**config.mk**
```make
export PLATFORM = sky130hd
export DESIGN_NAME = swpu_mul
export DESIGN_NICKNAME = d
export VERILOG_FILES = /design/src/sv/swpu_pkg.sv /design/src/sv/swpu_mul.sv
export SDC_FILE = /design/constraint.sdc
export NUM_CORES = 2
export LEC_CHECK = 0
export CAP_MARGIN = 30
export CORE_MARGIN = 2
export CORE_UTILIZATION = 35
export DETAILED_ROUTE_END_ITERATION = 10
export DONT_BUFFER_PORTS = 1
export PLACE_DENSITY_LB_ADDON = 0.12
export REMOVE_ABC_BUFFERS = 1
export SLEW_MARGIN = 10
export SYNTH_ARGS = -nofsm -noshare
export SYNTH_HDL_FRONTEND = slang
export SYNTH_SLANG_ARGS = --single-unit
```
**constraint.sdc**
```tcl
create_clock -name clk -period 8.84 [get_ports clk]
set_clock_uncertainty 0.05 [all_clocks]
set_input_delay 0.442 -clock clk [delete_from_list [all_inputs] [get_ports clk]]
set_output_delay 0.442 -clock clk [all_outputs]
set_load 0.05 [all_outputs]
```
**src/sv/swpu_pkg.sv**
```systemverilog
package swpu_pkg;

	// request selector codes
	typedef enum logic [2:0] {
		FN_STDP   = 3'd0,
		FN_BCM    = 3'd1,
		FN_HEBB   = 3'd2,
		FN_ANTI   = 3'd3,
		FN_HOMEO  = 3'd4,
		FN_DECAY  = 3'd5,
		FN_LOAD   = 3'd6,
		FN_UNUSED = 3'd7
	} func_t;

	// configuration register indexes
	typedef enum logic [2:0] {
		REG_LEARNING_RATE  = 3'd0,
		REG_GAIN_UP        = 3'd1,
		REG_GAIN_DOWN      = 3'd2,
		REG_TAU_PRE        = 3'd3,
		REG_TAU_POST       = 3'd4,
		REG_ACT_THRESHOLD  = 3'd5,
		REG_WEIGHT_MIN     = 3'd6,
		REG_WEIGHT_MAX     = 3'd7
	} reg_idx_t;

	// sequencer states
	typedef enum logic [2:0] {
		ST_IDLE,
		ST_DIV,
		ST_EXP,
		ST_MUL,
		ST_ACC,
		ST_FIN
	} state_t;

	localparam logic signed [31:0] ONE_Q       = 32'sd65536;
	localparam logic [12:0]        STDP_WINDOW = 13'd6554;
	localparam int                 MAG_W       = 13;
	localparam int                 QUOT_W      = MAG_W + 16;
	localparam int                 TAU_W       = 31;
	localparam int                 EXP_W       = 17;

	// saturate a 33-bit sum to 32-bit signed
	function automatic logic signed [31:0] sat32(input logic signed [32:0] v);
		logic signed [31:0] r;
		if (v > 33'sh0_7FFF_FFFF)
			r = 32'sh7FFF_FFFF;
		else if (v < -33'sh0_8000_0000)
			r = 32'sh8000_0000;
		else
			r = v[31:0];
		return r;
	endfunction

endpackage

```
**src/sv/swpu_mul.sv**
```systemverilog
module swpu_mul import swpu_pkg::*; (
	input  logic               clk,
	input  logic signed [32:0] a,
	input  logic signed [32:0] b,
	output logic signed [31:0] res
);

	logic signed [65:0] prod_s1;
	logic signed [65:0] adj;
	logic signed [49:0] q;

	// product register
	always_ff @(posedge clk) begin
		prod_s1 <= a * b;
	end

	// q16.16 rescale truncating toward zero, then saturate
	always_comb begin
		adj = prod_s1 + (prod_s1[65] ? 66'sd65535 : 66'sd0);
		q   = 50'(adj >>> 16);
		if (q > 50'sh0_7FFF_FFFF)
			res = 32'sh7FFF_FFFF;
		else if (q < -50'sh0_8000_0000)
			res = 32'sh8000_0000;
		else
			res = q[31:0];
	end

endmodule

```
==> results.txt <==
status - completed
post-synthesis instance area - 41760 µm²
CTS HTree Levels - 3
class of the worst hold path - in2reg
number of instances in the synthesized netlist - 4495
number of global-route vias before repair - 33460
clock tree from TritonCTS - done
Crit path arrival time - 8.49 ns
peak clock frequency supported by timing - 120.6 MHz
TritonCTS Buffers - 9
hold violation count in the final report - 0
most common library cells after synthesis - 1145 x sky130_fd_sc_hd__fa_1, 1123 x sky130_fd_sc_hd__inv_1, 569 x sky130_fd_sc_hd__nand2_1
async set-or-reset flop fraction in the synthesized netlist - 0
Seq/Total Area, Yosys - 0.03164
Cells after DPL - 5823
area of the die - 122100 µm²
ratio of cells with drive above 1 in the final layout - 0.01883
number of flip-flops under the largest register name - 66
library cell used as clock root buffer - sky130_fd_sc_hd__clkbuf_16
DPL Wire Length - 99150 µm
number of iterations in the first detailed-routing pass - 5
area of combinational cells with multiple inputs - 35370 µm²
max-cap check violation count - 0
deepest clock path buffer count - 2
core region area - 118200 µm²
Min Clock Period, post-route - 8.290 ns
number of different library cells in the post-synthesis netlist - 68
Total Negative Setup Slacks - 0 ns
data required time of the worst path - 9.04 ns
Layout Cell Area excl Fill - 43260 µm²
Least-Margin Pin Slew - 1.046 ns
total overflow reported by the global router - 0
FILL cells - 12330
critical path endpoint category - register
initial antenna violation count - 9
share of the clock period used by the worst path - 0.9378
class of the most critical setup path - in2reg
area used by sequential logic in the layout - 1321 µm²
syn avg cell area - 9.291 µm²
setup-violating endpoint count in the final report - 0
type of origin of the critical path - primary input
maximum number of pins on one net before global-route repair - 34
relative slew slack - 0.3048
synthesis warning total - 0
Placement Setup Slack - 0.2099 ns
clock transition at the register clock pins on the worst setup and hold paths after CTS - 0.05 ns
number of hold buffers added after cts - 0
final WL - 128600 µm
Detailed Route Iter0 Violations - 1391
Top Registers - prod_s1 x66
post-detailed-route wirelength per cell - 22.01 µm
number of cell rows - 126
Area growth, synth to finish - 3.589%
count of pins over their slew limit - 0
number of enable flip-flop cells after synthesis - 0
vias after detailed routing - 28560
layout net count - 5742
Port Buffer Count - 0
fraction of synthesized cell area taken by the top area cell type - 0.5489
register bank with the most flops - prod_s1
total I/O pin count - 99
global placer's final weighted congestion - 0.8257
TritonCTS Sinks - 66
average vias per placed instance - 4.889
die height - 349.4 µm
maximum net fanout on the critical path - 33
setup repair after global routing missed its margin - no
post-place instance area - 42970 µm²
cell with the most instances after synthesis - sky130_fd_sc_hd__fa_1
most frequently used flop master after synthesis - sky130_fd_sc_hd__dfxtp_1
antenna-violating nets left - 0
library cell occupying the most area in the post-synthesis netlist - sky130_fd_sc_hd__fa_1
# Post-CTS Setup Buffers - 0
#FFs+latches synth - 66
post-cts sizing count - 0
width of the die - 349.4 µm
global routing usage summed across all routing layers - 0.2240
top cells by area in the synthesized netlist - sky130_fd_sc_hd__fa_1 55%, sky130_fd_sc_hd__inv_1 10%, sky130_fd_sc_hd__and2_1 8.3%, sky130_fd_sc_hd__ha_1 7.0%, sky130_fd_sc_hd__nand2_1 5.1%
global-route wire length before repair - 205700 µm
Finished Layout Cells - 5842
number of remaining DRC errors - 0
final worst-path setup slack - 0.5498 ns
Starting Density - 0.3532
cell usage in the layout, fill, tap and decap left out, types with 31 or more instances in the layout:
| cell type | netlist | final |
|---|---|---|
| sky130_fd_sc_hd__a21o_1 | 58 | 58 |
| sky130_fd_sc_hd__o21ai_0 | 40 | 40 |
| sky130_fd_sc_hd__fa_1 | 1145 | 1145 |
| sky130_fd_sc_hd__xnor2_1 | 63 | 63 |
| sky130_fd_sc_hd__dfxtp_1 | 66 | 66 |
| sky130_fd_sc_hd__ha_1 | 232 | 232 |
| sky130_fd_sc_hd__nor2_1 | 65 | 65 |
| sky130_fd_sc_hd__a21oi_2 | 31 | 31 |
| sky130_fd_sc_hd__xor2_1 | 38 | 38 |
| sky130_fd_sc_hd__inv_1 | 1123 | 1123 |
| sky130_fd_sc_hd__nand3_1 | 31 | 31 |
| sky130_fd_sc_hd__and2_1 | 557 | 557 |
| sky130_fd_sc_hd__nand2_1 | 569 | 569 |
| sky130_fd_sc_hd__a21oi_1 | 82 | 82 |
routing by layer:
| layer | up-vias | track usage | part of all wire |
|---|---|---|---|
| li1 | 12520 | - | - |
| met3 | 135 | 0.01127 | 0.027 |
| met2 | 484 | 0.4272 | 0.54 |
| met1 | 15420 | 0.2767 | 0.41 |
| met5 | - | 0 | 0 |
| met4 | 0 | 0.04961 | 0.025 |
per-stage QoR:
stage,hold WS [ns],utilization
2_1_floorplan,0.5137,-
3_5_place_dp,0.5545,0.3634
3_3_place_gp,0.5579,0.3631
6_report,0.2213,0.3659
4_1_cts,0.1983,0.3658
5_1_grt,0.2000,0.3658
cells by family after synthesis:
group           Yosys count  synth area share
fa+ha+maj              1377            0.6184
compound gates          292           0.04803
flops                    66           0.03164
simple gates           1308            0.1581
mux                       3         0.0007789
buf+inv                1348            0.1219
xor+xnor                101           0.02118
worst paths after layout:
kind,endpoint,slack [ns],cells past startpoint,startpoint
setup / recovery,prod_s1[64],0.55,26,b[0]
hold / removal,prod_s1[0],0.22,1,a[0]
area by class of cell:
class / instances / area share
clock inverter: 3 / 0.0009255
timing repair buffer: 16 / 0.003124
clock buffer: 12 / 0.005698
inverter: 1124 / 0.09752
multi-input combinational: 3081 / 0.8175
tap: 1536 / 0.04442
antenna: 4 / 0.0002314
sequential: 66 / 0.03054
critical path, cell delays in order:
cell                       delay [ns]
sky130_fd_sc_hd__nand2_1         0.10
sky130_fd_sc_hd__inv_1           0.09
sky130_fd_sc_hd__fa_1            0.71
sky130_fd_sc_hd__inv_1           0.18
sky130_fd_sc_hd__fa_1            0.50
sky130_fd_sc_hd__inv_1           0.05
sky130_fd_sc_hd__fa_1            0.50
sky130_fd_sc_hd__inv_1           0.06
sky130_fd_sc_hd__fa_1            0.53
sky130_fd_sc_hd__inv_1           0.05
sky130_fd_sc_hd__fa_1            0.48
sky130_fd_sc_hd__fa_1            0.54
sky130_fd_sc_hd__fa_1            0.50
sky130_fd_sc_hd__inv_1           0.05
sky130_fd_sc_hd__fa_1            0.47
sky130_fd_sc_hd__inv_1           0.04
sky130_fd_sc_hd__ha_1            0.36
sky130_fd_sc_hd__and3_1          0.26
sky130_fd_sc_hd__a31o_2          0.30
sky130_fd_sc_hd__or4b_1          0.53
sky130_fd_sc_hd__o22ai_1         0.54
sky130_fd_sc_hd__o211ai_1        0.29
sky130_fd_sc_hd__o221ai_1        0.30
sky130_fd_sc_hd__o21ai_1         0.20
sky130_fd_sc_hd__a21oi_1         0.21
sky130_fd_sc_hd__xnor2_1         0.15
Power is left out: the tool's default activity adds up to more than one toggle a clock period on the data nets, which glitch-free logic cannot reach.
