==> config.mk <==
export PLATFORM = sky130hd
export DESIGN_NAME = swpu_div
export DESIGN_NICKNAME = d
export VERILOG_FILES = /design/src/sv/swpu_pkg.sv /design/src/sv/swpu_div.sv
export SDC_FILE = /design/constraint.sdc
export NUM_CORES = 1
export LEC_CHECK = 0
export ABC_AREA = 1
export BUFFER_PORTS_ARGS = -buffer_cell sky130_fd_sc_hd__buf_2
export CAP_MARGIN = 10
export CORE_UTILIZATION = 54
export DETAILED_ROUTE_END_ITERATION = 8
export PLACE_DENSITY = 0.78
export SETUP_SLACK_MARGIN = 0.5
export SLEW_MARGIN = 20
export SYNTH_ARGS = -nofsm -noshare
export SYNTH_HDL_FRONTEND = slang
export SYNTH_SLANG_ARGS = --single-unit
export TNS_END_PERCENT = 10
==> constraint.sdc <==
create_clock -name clk -period 1.95 [get_ports clk]
set_input_delay 0.39 -clock clk [delete_from_list [all_inputs] [get_ports clk]]
set_output_delay 0.39 -clock clk [all_outputs]
set_load 0.01 [all_outputs]
==> src/sv/swpu_pkg.sv <==
package swpu_pkg;

	// request selector codes
	typedef enum logic [2:0] {
		FN_STDP   = 3'd0,
		FN_BCM    = 3'd1,
		FN_HEBB   = 3'd2,
		FN_ANTI   = 3'd3,
		FN_HOMEO  = 3'd4,
		FN_DECAY  = 3'd5,
		FN_LOAD   = 3'd6,
		FN_UNUSED = 3'd7
	} func_t;

	// configuration register indexes
	typedef enum logic [2:0] {
		REG_LEARNING_RATE  = 3'd0,
		REG_GAIN_UP        = 3'd1,
		REG_GAIN_DOWN      = 3'd2,
		REG_TAU_PRE        = 3'd3,
		REG_TAU_POST       = 3'd4,
		REG_ACT_THRESHOLD  = 3'd5,
		REG_WEIGHT_MIN     = 3'd6,
		REG_WEIGHT_MAX     = 3'd7
	} reg_idx_t;

	// sequencer states
	typedef enum logic [2:0] {
		ST_IDLE,
		ST_DIV,
		ST_EXP,
		ST_MUL,
		ST_ACC,
		ST_FIN
	} state_t;

	localparam logic signed [31:0] ONE_Q       = 32'sd65536;
	localparam logic [12:0]        STDP_WINDOW = 13'd6554;
	localparam int                 MAG_W       = 13;
	localparam int                 QUOT_W      = MAG_W + 16;
	localparam int                 TAU_W       = 31;
	localparam int                 EXP_W       = 17;

	// saturate a 33-bit sum to 32-bit signed
	function automatic logic signed [31:0] sat32(input logic signed [32:0] v);
		logic signed [31:0] r;
		if (v > 33'sh0_7FFF_FFFF)
			r = 32'sh7FFF_FFFF;
		else if (v < -33'sh0_8000_0000)
			r = 32'sh8000_0000;
		else
			r = v[31:0];
		return r;
	endfunction

endpackage

==> src/sv/swpu_div.sv <==
module swpu_div import swpu_pkg::*; (
	input  logic                clk,
	input  logic                arst_n,
	input  logic                start,
	input  logic [MAG_W-1:0]    mag,
	input  logic [TAU_W-1:0]    tau,
	output logic                done,
	output logic [QUOT_W-1:0]   quot
);

	localparam int CNT_W = $clog2(QUOT_W + 1);

	logic [CNT_W-1:0]  cnt_q;
	logic [QUOT_W-1:0] dvd_q;
	logic [TAU_W-1:0]  dvs_q;
	logic [TAU_W:0]    rem_q;
	logic [TAU_W:0]    trial;
	logic              fit;

	// one quotient bit per cycle, restoring
	always_comb begin
		trial = {rem_q[TAU_W-1:0], dvd_q[QUOT_W-1]};
		fit   = trial >= {1'b0, dvs_q};
	end

	always_ff @(posedge clk or negedge arst_n) begin
		if (!arst_n) begin
			cnt_q <= '0;
		end else if (start) begin
			cnt_q <= CNT_W'(QUOT_W);
		end else if (cnt_q != '0) begin
			cnt_q <= cnt_q - 1'b1;
		end
	end

	always_ff @(posedge clk) begin
		if (start) begin
			dvd_q <= {mag, 16'd0};
			dvs_q <= (tau == '0) ? TAU_W'(1) : tau;
			rem_q <= '0;
		end else if (cnt_q != '0) begin
			rem_q <= fit ? (trial - {1'b0, dvs_q}) : trial;
			dvd_q <= {dvd_q[QUOT_W-2:0], fit};
		end
	end

	assign done = (cnt_q == '0);
	assign quot = dvd_q;

endmodule

==> impl_metrics.py, run 1 <==
metrics = {
    "critical_path": {
        "crit_family": "simple AND/OR/NAND/NOR gates",
        "cp-end-kind": "register",
        "worst-path-stages": 14,
        "r2r-start": "dvs_q[0]",
        "crit_slowest_cell": "edfxtp_1",
        "critPathMaxFanout": 5,
        "startpoint_type": "register",
        "crit_top_cell": "nand2_2",
        "required_ns": 2.24,
        "r2r_slack_ns": -0.25,
        "r2r-end": "rem_q[17]",
        "critPathArrivalTime_ns": 2.49,
        "reg2reg_depth": 14,
        "worstSetupPathType": "reg -> reg",
        "critPathMaxStageDelay_ns": 0.42,
        "path_cells": "ha_4 -> fa_2 -> inv_2 -> nand2_4 -> nand2_2 -> nand3b_1 -> nand2_2 -> nand2_2 -> nand3_2 -> nand2_4 -> nand2_8 -> clkbuf_16 -> nand3_2 -> a21oi_2",
        "critical_path_buf_inv_count": 2,
    },
    "yosys": {
        "syn_nets": 1074,
        "yosys.area.top_type": "edfxtp_1",
        "synthTopCellsByCount": "nand2_1 (285), inv_1 (178), nor2_1 (91)",
        "yosys-top-cells-area": "edfxtp_1 (20%), nand2_1 (16%), dfxtp_1 (14%)",
        "synth.avg_cell_area_sq_um": 6.68,
        "ys.flop_type": "dfxtp_1",
        "async_flop_share": 0.0521,
        "synth-edff-count": 44,
        "yosysUniqueCellTypes": 42,
        "synth-seq-cells": 96,
        "yosys.area.top_type_share": 0.199,
        "synth_most_common_cell": "nand2_1",
        "yosys_warnings": 0,
        "synth_cells": 994,
        "synth_area_sq_um": 6640,
        "ys_seq_area_frac": 0.360,
    },
    "min_path": {
        "hold_start": "tau[5]",
        "hold_depth": 1,
        "holdPathEnd": "dvs_q[5]",
        "hp-class": "in -> reg",
    },
    "timing": {
        "skew_ns": 0.0101,
        "hold_viol_final": 0,
        "layout_min_cycle_time_ns": 2.20,
        "fin_crit_sh": 1.13,
        "whs_ns": 0.222,
        "rsz0062_at_grt": "true",
        "tightest_slew_ns": 0.598,
        "finalMaxSlewViolations": 0,
        "fmax_mhz": 454,
        "timing.final.ws_setup_ns": -0.254,
        "setup_violations": 32,
        "slew_headroom": 0.598,
    },
    "die": {
        "dieArea_sq_um": 12700,
        "chipWidth_microns": 113,
        "ios": 77,
        "fp.dieH_microns": 113,
        "initial_core_util": 0.553,
        "rows": 40,
        "core_area_sq_um": 12000,
    },
    "power": {
        "p_total_uw": 4910,
        "p_leak_uw": 0.00454,
        "peakVddDrop_v": 0.000516,
        "p_per_area_nw_per_um2": 585,
    },
    "placement": {
        "pre_cts_slack_ns": -0.179,
        "gp_congestion": 0.957,
        "io_buffers": 76,
        "dp_cells": 1261,
        "dp_hpwl_microns": 13300,
    },
    "outcome": {
        "status": "complete, but fails checks",
        "violations": "negative setup slack",
    },
    "routing": {
        "routed_wl_microns": 18800,
        "drtIter0Drc": 527,
        "vias": 6698,
        "first_pass_iters": 5,
        "ant_nets": 0,
        "vias_per_cell": 5.20,
        "avgRoutedWirePerCell_microns": 14.6,
        "drc": 0,
    },
    "job": {
        "max_cap_viol_count": 0,
    },
    "clock_tree": {
        "cts_buffers": 9,
        "clock_latency_ns": 0.36,
        "clkTransAtPathRegs_ns": 0.07,
        "cts_buffer_depth": 2,
        "cts_tree": "done",
        "htree_levels": 3,
        "cts.sinks": 96,
        "clock-root-buffer": "clkbuf_16",
    },
    "finish": {
        "drive_gt1_frac": 0.246,
        "syn_to_final_growth_pct": 26.4,
        "final_cells": 1287,
        "final_nets": 1214,
        "final_core_util": 0.699,
    },
    "global_route": {
        "antenna_found_initial": 1,
        "grt_max_degree": 49,
        "grt-ovfl-total": 0,
        "grt_pass1_vias": 6285,
        "grtUsageTotal": 0.298,
        "grt_pass1_wl_microns": 29800,
    },
}
-- where the power goes --
group / switching [uW] / total [uW] / internal (uW)
Sequential: 41.0 / 2240 / 2200
Combinational: 420 / 749 / 329
Clock: 878 / 1920 / 1040
-- cell type report --
cell class	count	area, sq um
sequential	96	2390
clock buffer	12	278
multi-input combinational	663	3510
timing repair buffer	182	1310
tap	147	184
clock inverter	4	37.5
inverter	182	688
fill	989	3620
antenna	1	2.50
-- registers in the layout, summed over array words and instances (netlist names) --
name / flops
cnt_q: 5
rem_q: 31
quot: 29
dvs_q: 31
-- per-layer routing --
metal,vias to the layer above,share of wire,GRT usage,wire length (microns)
li1,3372,-,-,-
met1,3085,0.44,0.378,8280
met2,208,0.48,0.511,9040
met3,33,0.056,0.0525,1050
met4,0,0.022,0.105,407
met5,-,0,0,0
-- how the worst max path moves through the flow --
| stage | slack [ns] | endpoint | start |
|---|---|---|---|
| 2_1_floorplan | -0.12 | quot[0] | quot[28] |
| 3_3_place_gp | -0.13 | rem_q[27] | dvs_q[0] |
| 3_5_place_dp | -0.18 | rem_q[28] | dvs_q[0] |
| 4_1_cts | -0.16 | rem_q[9] | dvs_q[0] |
| 5_1_grt | -0.36 | rem_q[18] | dvs_q[0] |
| 6_report | -0.25 | rem_q[17] | dvs_q[0] |
-- cells by family (layout without fill, tap and decap cells) --
group,after synthesis,after routing,synth area share
buffers and inverters,237,380,0.141
DFF,96,96,0.360
other,0,1,0
xor gates and xnor gates,7,7,0.00923
and+or+nand+nor,503,505,0.330
adders and majority gates,33,33,0.0633
AOI/OAI and AO/OA,118,118,0.0967
-- stage by stage --
stage	area (sq um)	setup TNS, ns
2_1_floorplan	6650	-2.57
3_5_place_dp	7750	-3.89
5_1_grt	8390	-10.54
6_report	8400	-6.56
4_1_cts	8190	-3.93
3_3_place_gp	7750	-2.93
-- cell usage in the layout (no fill, tap or decap), drive strengths merged, types with 14 or more instances in the layout --
master / Yosys / layout
nand2: 292 / 294
clkbuf: 46 / 14
nor2: 107 / 107
inv: 181 / 185
dfxtp: 47 / 47
o21ai: 62 / 62
a21oi: 42 / 42
edfxtp: 44 / 44
buf: 9 / 179
nand3: 71 / 71
ha: 32 / 32
-- worst register-to-register path, cell delays in order, from the launching register on --
cell and delay [ns]:
edfxtp_1 0.42, ha_4 0.19, fa_2 0.33, inv_2 0.08, nand2_4 0.05, nand2_2 0.05
nand3b_1 0.10, nand2_2 0.10, nand2_2 0.06, nand3_2 0.08, nand2_4 0.13, nand2_8 0.16
clkbuf_16 0.17, nand3_2 0.07, a21oi_2 0.14
-- timing repair --
item	in CTS	in global routing
buffers inserted	2	1
hold buffers	1	0
endpoints found under the setup margin	78	67
pin swaps	15	13
gates cloned	1	4
resized for setup	21	34
endpoints found under the hold margin	5	0
Note: power is estimated with default switching activity, not from simulation.
==> inputs of run 2 (changes only) <==
SETUP_SLACK_MARGIN = unset   (was 0.5)
==> run 2 against run 1 <==
  * The flow still finishes with violations (negative setup slack)
  * Via count fell by 0.75%
  * Design area fell by 1.6%
  * Flip-flop and latch count did not move
  * Global-route usage fell by 0.64 points
  * First-iteration DRC count rose by 4.2%
  * Setup slack improved by 0.073 ns
  * Critical path depth did not move
  * Combinational power fell by 4.0%
  * Final cell count barely moved
  * Sequential power barely moved
  * Register-to-register slack improved by 0.07 ns
  * Critical endpoint is now rem_q[19]
==> impl_metrics.py, run 2 (synthesis results as in run 1) <==
metrics = {
    "timing": {
        "rsz0062_at_grt": "true",
        "hold_viol_final": 0,
        "slew_headroom": 0.614,
        "skew_ns": 0.0110,
        "layout_min_cycle_time_ns": 2.13,
        "finalMaxSlewViolations": 0,
        "fin_crit_sh": 1.09,
        "setup_violations": 32,
        "timing.final.ws_setup_ns": -0.181,
        "fmax_mhz": 469,
        "tightest_slew_ns": 0.579,
    },
    "finish": {
        "final_common_cell": "nand2_1",
        "register_area_sq_um": 2390,
        "nFillCells": 954,
        "multi_input_area_sq_um": 3430,
        "drive_gt1_frac": 0.232,
        "final_nets": 1216,
        "num_antenna_cells": 0,
        "final_cell_mix": "nand2_1 (283), inv_1 (176), buf_4 (101)",
        "syn_to_final_growth_pct": 24.4,
        "postLayoutCellArea_sq_um": 8260,
    },
    "clock_tree": {
        "clock_latency_ns": 0.36,
        "clock-root-buffer": "clkbuf_16",
        "clkTransAtPathRegs_ns": 0.08,
        "htree_levels": 3,
        "cts_buffers": 9,
        "cts.sinks": 96,
        "cts_buffer_depth": 2,
        "cts_tree": "done",
    },
    "critical_path": {
        "critPathMaxFanout": 15,
        "worst-path-stages": 14,
        "crit_top_cell": "nand2_1",
        "critPathArrivalTime_ns": 2.41,
        "reg2reg_depth": 14,
        "r2r-end": "rem_q[19]",
        "crit_family": "simple AND/OR/NAND/NOR gates",
        "startpoint": "dvs_q[23]",
        "setup.worst_path.end": "rem_q[19]",
        "r2r_slack_ns": -0.18,
        "crit_slowest_cell": "edfxtp_1",
        "critical_path_buf_inv_count": 4,
        "worstSetupPathType": "reg -> reg",
        "path_cells": "inv_1 -> ha_1 -> nand2_1 -> inv_2 -> nand2_1 -> nand2_1 -> a21oi_4 -> nor2_4 -> nor2_8 -> buf_8 -> nand3_1 -> nand2_1 -> inv_1 -> a21oi_2",
        "r2r-start": "dvs_q[23]",
        "cp-end-kind": "register",
        "startpoint_type": "register",
        "required_ns": 2.23,
        "critPathMaxStageDelay_ns": 0.38,
    },
    "die": {
        "ios": 77,
        "initial_core_util": 0.553,
        "chipWidth_microns": 113,
        "core_area_sq_um": 12000,
        "dieArea_sq_um": 12700,
        "rows": 40,
        "fp.dieH_microns": 113,
    },
    "placement": {
        "placed_cell_area_sq_um": 7800,
        "dp_hpwl_microns": 13500,
        "io_buffers": 76,
        "gp_congestion": 1.01,
    },
    "routing": {
        "routed_wl_microns": 17700,
        "first_pass_iters": 9,
        "vias_per_cell": 5.16,
        "ant_nets": 0,
        "drc": 0,
        "vias": 6648,
        "avgRoutedWirePerCell_microns": 13.7,
        "drtIter0Drc": 549,
    },
    "outcome": {
        "status": "complete, but fails checks",
        "violations": "negative setup slack",
    },
    "power": {
        "peakVddDrop_v": 0.000464,
        "p_per_area_nw_per_um2": 581,
        "p_total_uw": 4800,
        "p_leak_uw": 0.00450,
    },
    "global_route": {
        "grt-ovfl-total": 0,
        "grt_pass1_wl_microns": 29300,
        "grtUsageTotal": 0.291,
        "grt_pass1_vias": 6268,
        "antenna_found_initial": 0,
        "grt_max_degree": 38,
    },
    "min_path": {
        "hp-class": "in -> reg",
    },
    "job": {
        "max_cap_viol_count": 0,
    },
}
-- run 2: cell types whose count changed in the layout (fill, tap and decap cells not counted), sizes merged --
cell | before | now
inv | 185 | 184
nand2 | 294 | 292
buf | 179 | 185
clkinv | 1 | 3
diode | 1 | 0
clkbuf | 14 | 11
-- run 2: layer usage --
layer  GRT usage  part of all wire
met5           0                 0
met4       0.122             0.026
met3      0.0466             0.063
met2       0.483              0.46
met1       0.380              0.45
-- run 2: worst min-delay path by stage --
| stage | from | to | slack (ns) | cells after the start |
|---|---|---|---|---|
| 3_5_place_dp | arst_n | cnt_q[1] | 0.23 | 1 |
| 5_1_grt | tau[29] | dvs_q[29] | 0.22 | 1 |
| 6_report | tau[21] | dvs_q[21] | 0.22 | 1 |
| 2_1_floorplan | arst_n | cnt_q[0] | 0.09 | 0 |
| 4_1_cts | tau[21] | dvs_q[21] | 0.21 | 1 |
| 3_3_place_gp | arst_n | cnt_q[1] | 0.22 | 1 |
-- run 2: through the flow --
stage | setup slack (ns) | utilization | setup TNS (ns) | hold WS, ns | std cells
floorplan | -0.120 | - | -2.57 | 0.0944 | 994
global placement | -0.111 | 0.650 | -2.14 | 0.217 | 1269
detailed placement | -0.173 | 0.650 | -3.76 | 0.226 | 1269
CTS | -0.165 | 0.684 | -3.52 | 0.211 | 1288
global route | -0.318 | 0.688 | -8.42 | 0.216 | 1288
finish | -0.181 | 0.688 | -3.44 | 0.220 | 1288
-- run 2: area by class of cell --
type,instances,share of cell area
clock buffers,11,0.0320
clock inverters,5,0.00515
inverters,182,0.0833
multi-input cells,661,0.415
flip-flops and latches,96,0.289
well taps,147,0.0223
repair buffers,186,0.153
-- run 2: what timing repair did --
action | in CTS | in global routing
endpoints found under the hold margin | 5 | 0
setup endpoints to repair | 33 | 33
setup buffers | 1 | 0
gates cloned | 1 | 0
hold buffers | 1 | 0
gates resized for setup | 20 | 9
pin swaps | 13 | 3
-- run 2: power by group --
group          switching, uW  internal, uW
sequential              39.1          2200
combinational            401           317
clock                    843           997
==> inputs of run 3 (changes only) <==
CORE_UTILIZATION = 64   (was 54)
PLACE_DENSITY = 0.86   (was 0.78)
clock period = 2.7 ns   (was 1.95 ns; I/O delays follow)
==> run 3 against run 2 <==
  * The run now ends clean
  * Clock skew up 0.0068 ns
  * Via count down 4.5%
  * Combinational power down 43%
  * Register-to-register slack improved by 0.37 ns
  * Design area is 13% lower
  * Non-clock buffer count fell by 102
  * Final cell count fell by 8.9%
  * Global-route usage up 1.8 points
  * Setup slack improved by 0.37 ns
  * Die area fell by 15%
  * Total power fell by 38%
==> impl_metrics.py, run 3 (synthesis results as in run 1) <==
metrics = {
    "die": {
        "core_area_sq_um": 9910,
        "fp.dieH_microns": 104,
        "rows": 36,
        "initial_core_util": 0.670,
        "dieArea_sq_um": 10800,
        "ios": 77,
        "chipWidth_microns": 104,
    },
    "power": {
        "p_per_area_nw_per_um2": 412,
        "peakVddDrop_v": 0.000371,
        "p_leak_uw": 0.00392,
        "p_total_uw": 2960,
    },
    "timing": {
        "rsz0062_at_grt": "false",
        "tightest_slew_ns": 0.582,
        "fmax_mhz": 398,
        "skew_ns": 0.0179,
        "setup_violations": 0,
        "layout_min_cycle_time_ns": 2.51,
        "fin_crit_sh": 0.929,
        "slew_headroom": 0.611,
        "fin_setup_tns_ns": 0,
        "finalMaxSlewViolations": 0,
        "hold_viol_final": 0,
    },
    "clock_tree": {
        "clock-root-buffer": "clkbuf_8",
        "cts_buffer_depth": 2,
        "cts_buffers": 9,
        "ctsResizeCount": 0,
        "htree_levels": 3,
        "clkTransAtPathRegs_ns": 0.10,
        "cts.sinks": 96,
        "clock_latency_ns": 0.38,
        "cts_tree": "done",
    },
    "finish": {
        "multi_input_area_sq_um": 3330,
        "nFillCells": 835,
        "final_cell_mix": "nand2_1 (285), inv_1 (177), nor2_1 (91)",
        "syn_to_final_growth_pct": 8.42,
        "final_core_util": 0.727,
        "register_area_sq_um": 2390,
        "final_cells": 1173,
        "num_antenna_cells": 0,
        "final_nets": 1115,
        "drive_gt1_frac": 0.132,
        "postLayoutCellArea_sq_um": 7200,
        "final_common_cell": "nand2_1",
    },
    "critical_path": {
        "critPathMaxFanout": 20,
        "cp-end-kind": "register",
        "r2r-start": "quot[28]",
        "crit_family": "simple AND/OR/NAND/NOR gates",
        "path_cells": "inv_1 -> ha_1 -> fa_1 -> inv_1 -> nand2_1 -> nand2_1 -> nand3b_1 -> nand2_1 -> nand2_1 -> nand3_2 -> nand2_4 -> nand2_8 -> inv_6 -> nand2_8 -> o211ai_2 -> inv_2",
        "critical_path_buf_inv_count": 4,
        "crit_top_cell": "nand2_1",
        "worstSetupPathType": "reg -> reg",
        "startpoint_type": "register",
        "critPathMaxStageDelay_ns": 0.40,
        "startpoint": "quot[28]",
        "required_ns": 3.02,
        "critPathArrivalTime_ns": 2.83,
        "crit_slowest_cell": "edfxtp_1",
    },
    "routing": {
        "dr.max_layer_used": "met4",
        "wl_met3_microns": 1460,
        "vias": 6350,
        "drc": 0,
        "drtIter0Drc": 502,
        "wl_met1_microns": 6800,
        "routed_wl_microns": 16100,
        "ant_nets": 0,
        "first_pass_iters": 5,
        "vias_per_cell": 5.41,
        "avgRoutedWirePerCell_microns": 13.7,
        "route.met2.wl_microns": 7220,
    },
    "placement": {
        "dp_hpwl_microns": 12000,
        "io_buffers": 76,
        "placed_cell_area_sq_um": 6990,
        "gp_congestion": 0.947,
        "dp_cells": 1155,
    },
    "min_path": {
        "hp-class": "in -> reg",
        "hold_start": "tau[5]",
    },
    "global_route": {
        "antenna_found_initial": 0,
        "grt-ovfl-total": 0,
        "grtUsageTotal": 0.309,
        "grt_max_degree": 47,
        "grt_pass1_vias": 5884,
        "grt_pass1_wl_microns": 26800,
    },
    "job": {
        "max_cap_viol_count": 0,
    },
    "outcome": {
        "status": "complete, no violations",
    },
}
[run 3: changes by cell type in the layout (fill, tap and decap cells not counted), sizes merged]
cell | before | now
buf | 185 | 83
nand2 | 292 | 293
[run 3: stage by stage]
stage / setup slack (ns) / hold WS (ns)
5_1_grt: 0.0199 / 0.330
3_5_place_dp: 0.204 / 0.364
2_1_floorplan: 0.549 / 0.244
4_1_cts: 0.176 / 0.332
6_report: 0.190 / 0.344
3_3_place_gp: 0.339 / 0.360
[run 3: layout make-up]
class                      instances  area share
multi-input combinational        662       0.462
tap                              133      0.0231
clock inverter                     5     0.00504
sequential                        96       0.332
inverter                         182      0.0956
clock buffer                      11      0.0212
timing repair buffer              84      0.0615
[run 3: repair_timing]
| item | CTS | global route |
|---|---|---|
| endpoints found under the hold margin | 5 | 0 |
| setup buffers | 0 | 0 |
| hold buffers | 1 | 0 |
| setup endpoints to repair | 0 | 14 |
[run 3: path summary, 6_finish.rpt]
check                      endpoint  slack (ns)  depth (start not counted)
setup / recovery            quot[0]        0.19                         16
hold / removal             dvs_q[5]        0.34                          1
setup reg to reg            quot[0]        0.19                         16
hold reg to reg            cnt_q[4]        0.49                          2
max in group asynchronous  cnt_q[4]        2.06                          2
min in group asynchronous  cnt_q[0]        0.51                          2
[run 3: per-layer routing]
layer  track usage  up-vias
met5             0        -
met3        0.0652       48
li1              -     3169
met1         0.401     2849
met4         0.140        0
met2         0.496      284
[run 3: power breakdown]
part           leakage [uW]  switching, uW  internal [uW]
sequential         0.000878           27.3           1590
combinational       0.00294            262            149
clock             0.0000996            539            399
total               0.00392            829           2140
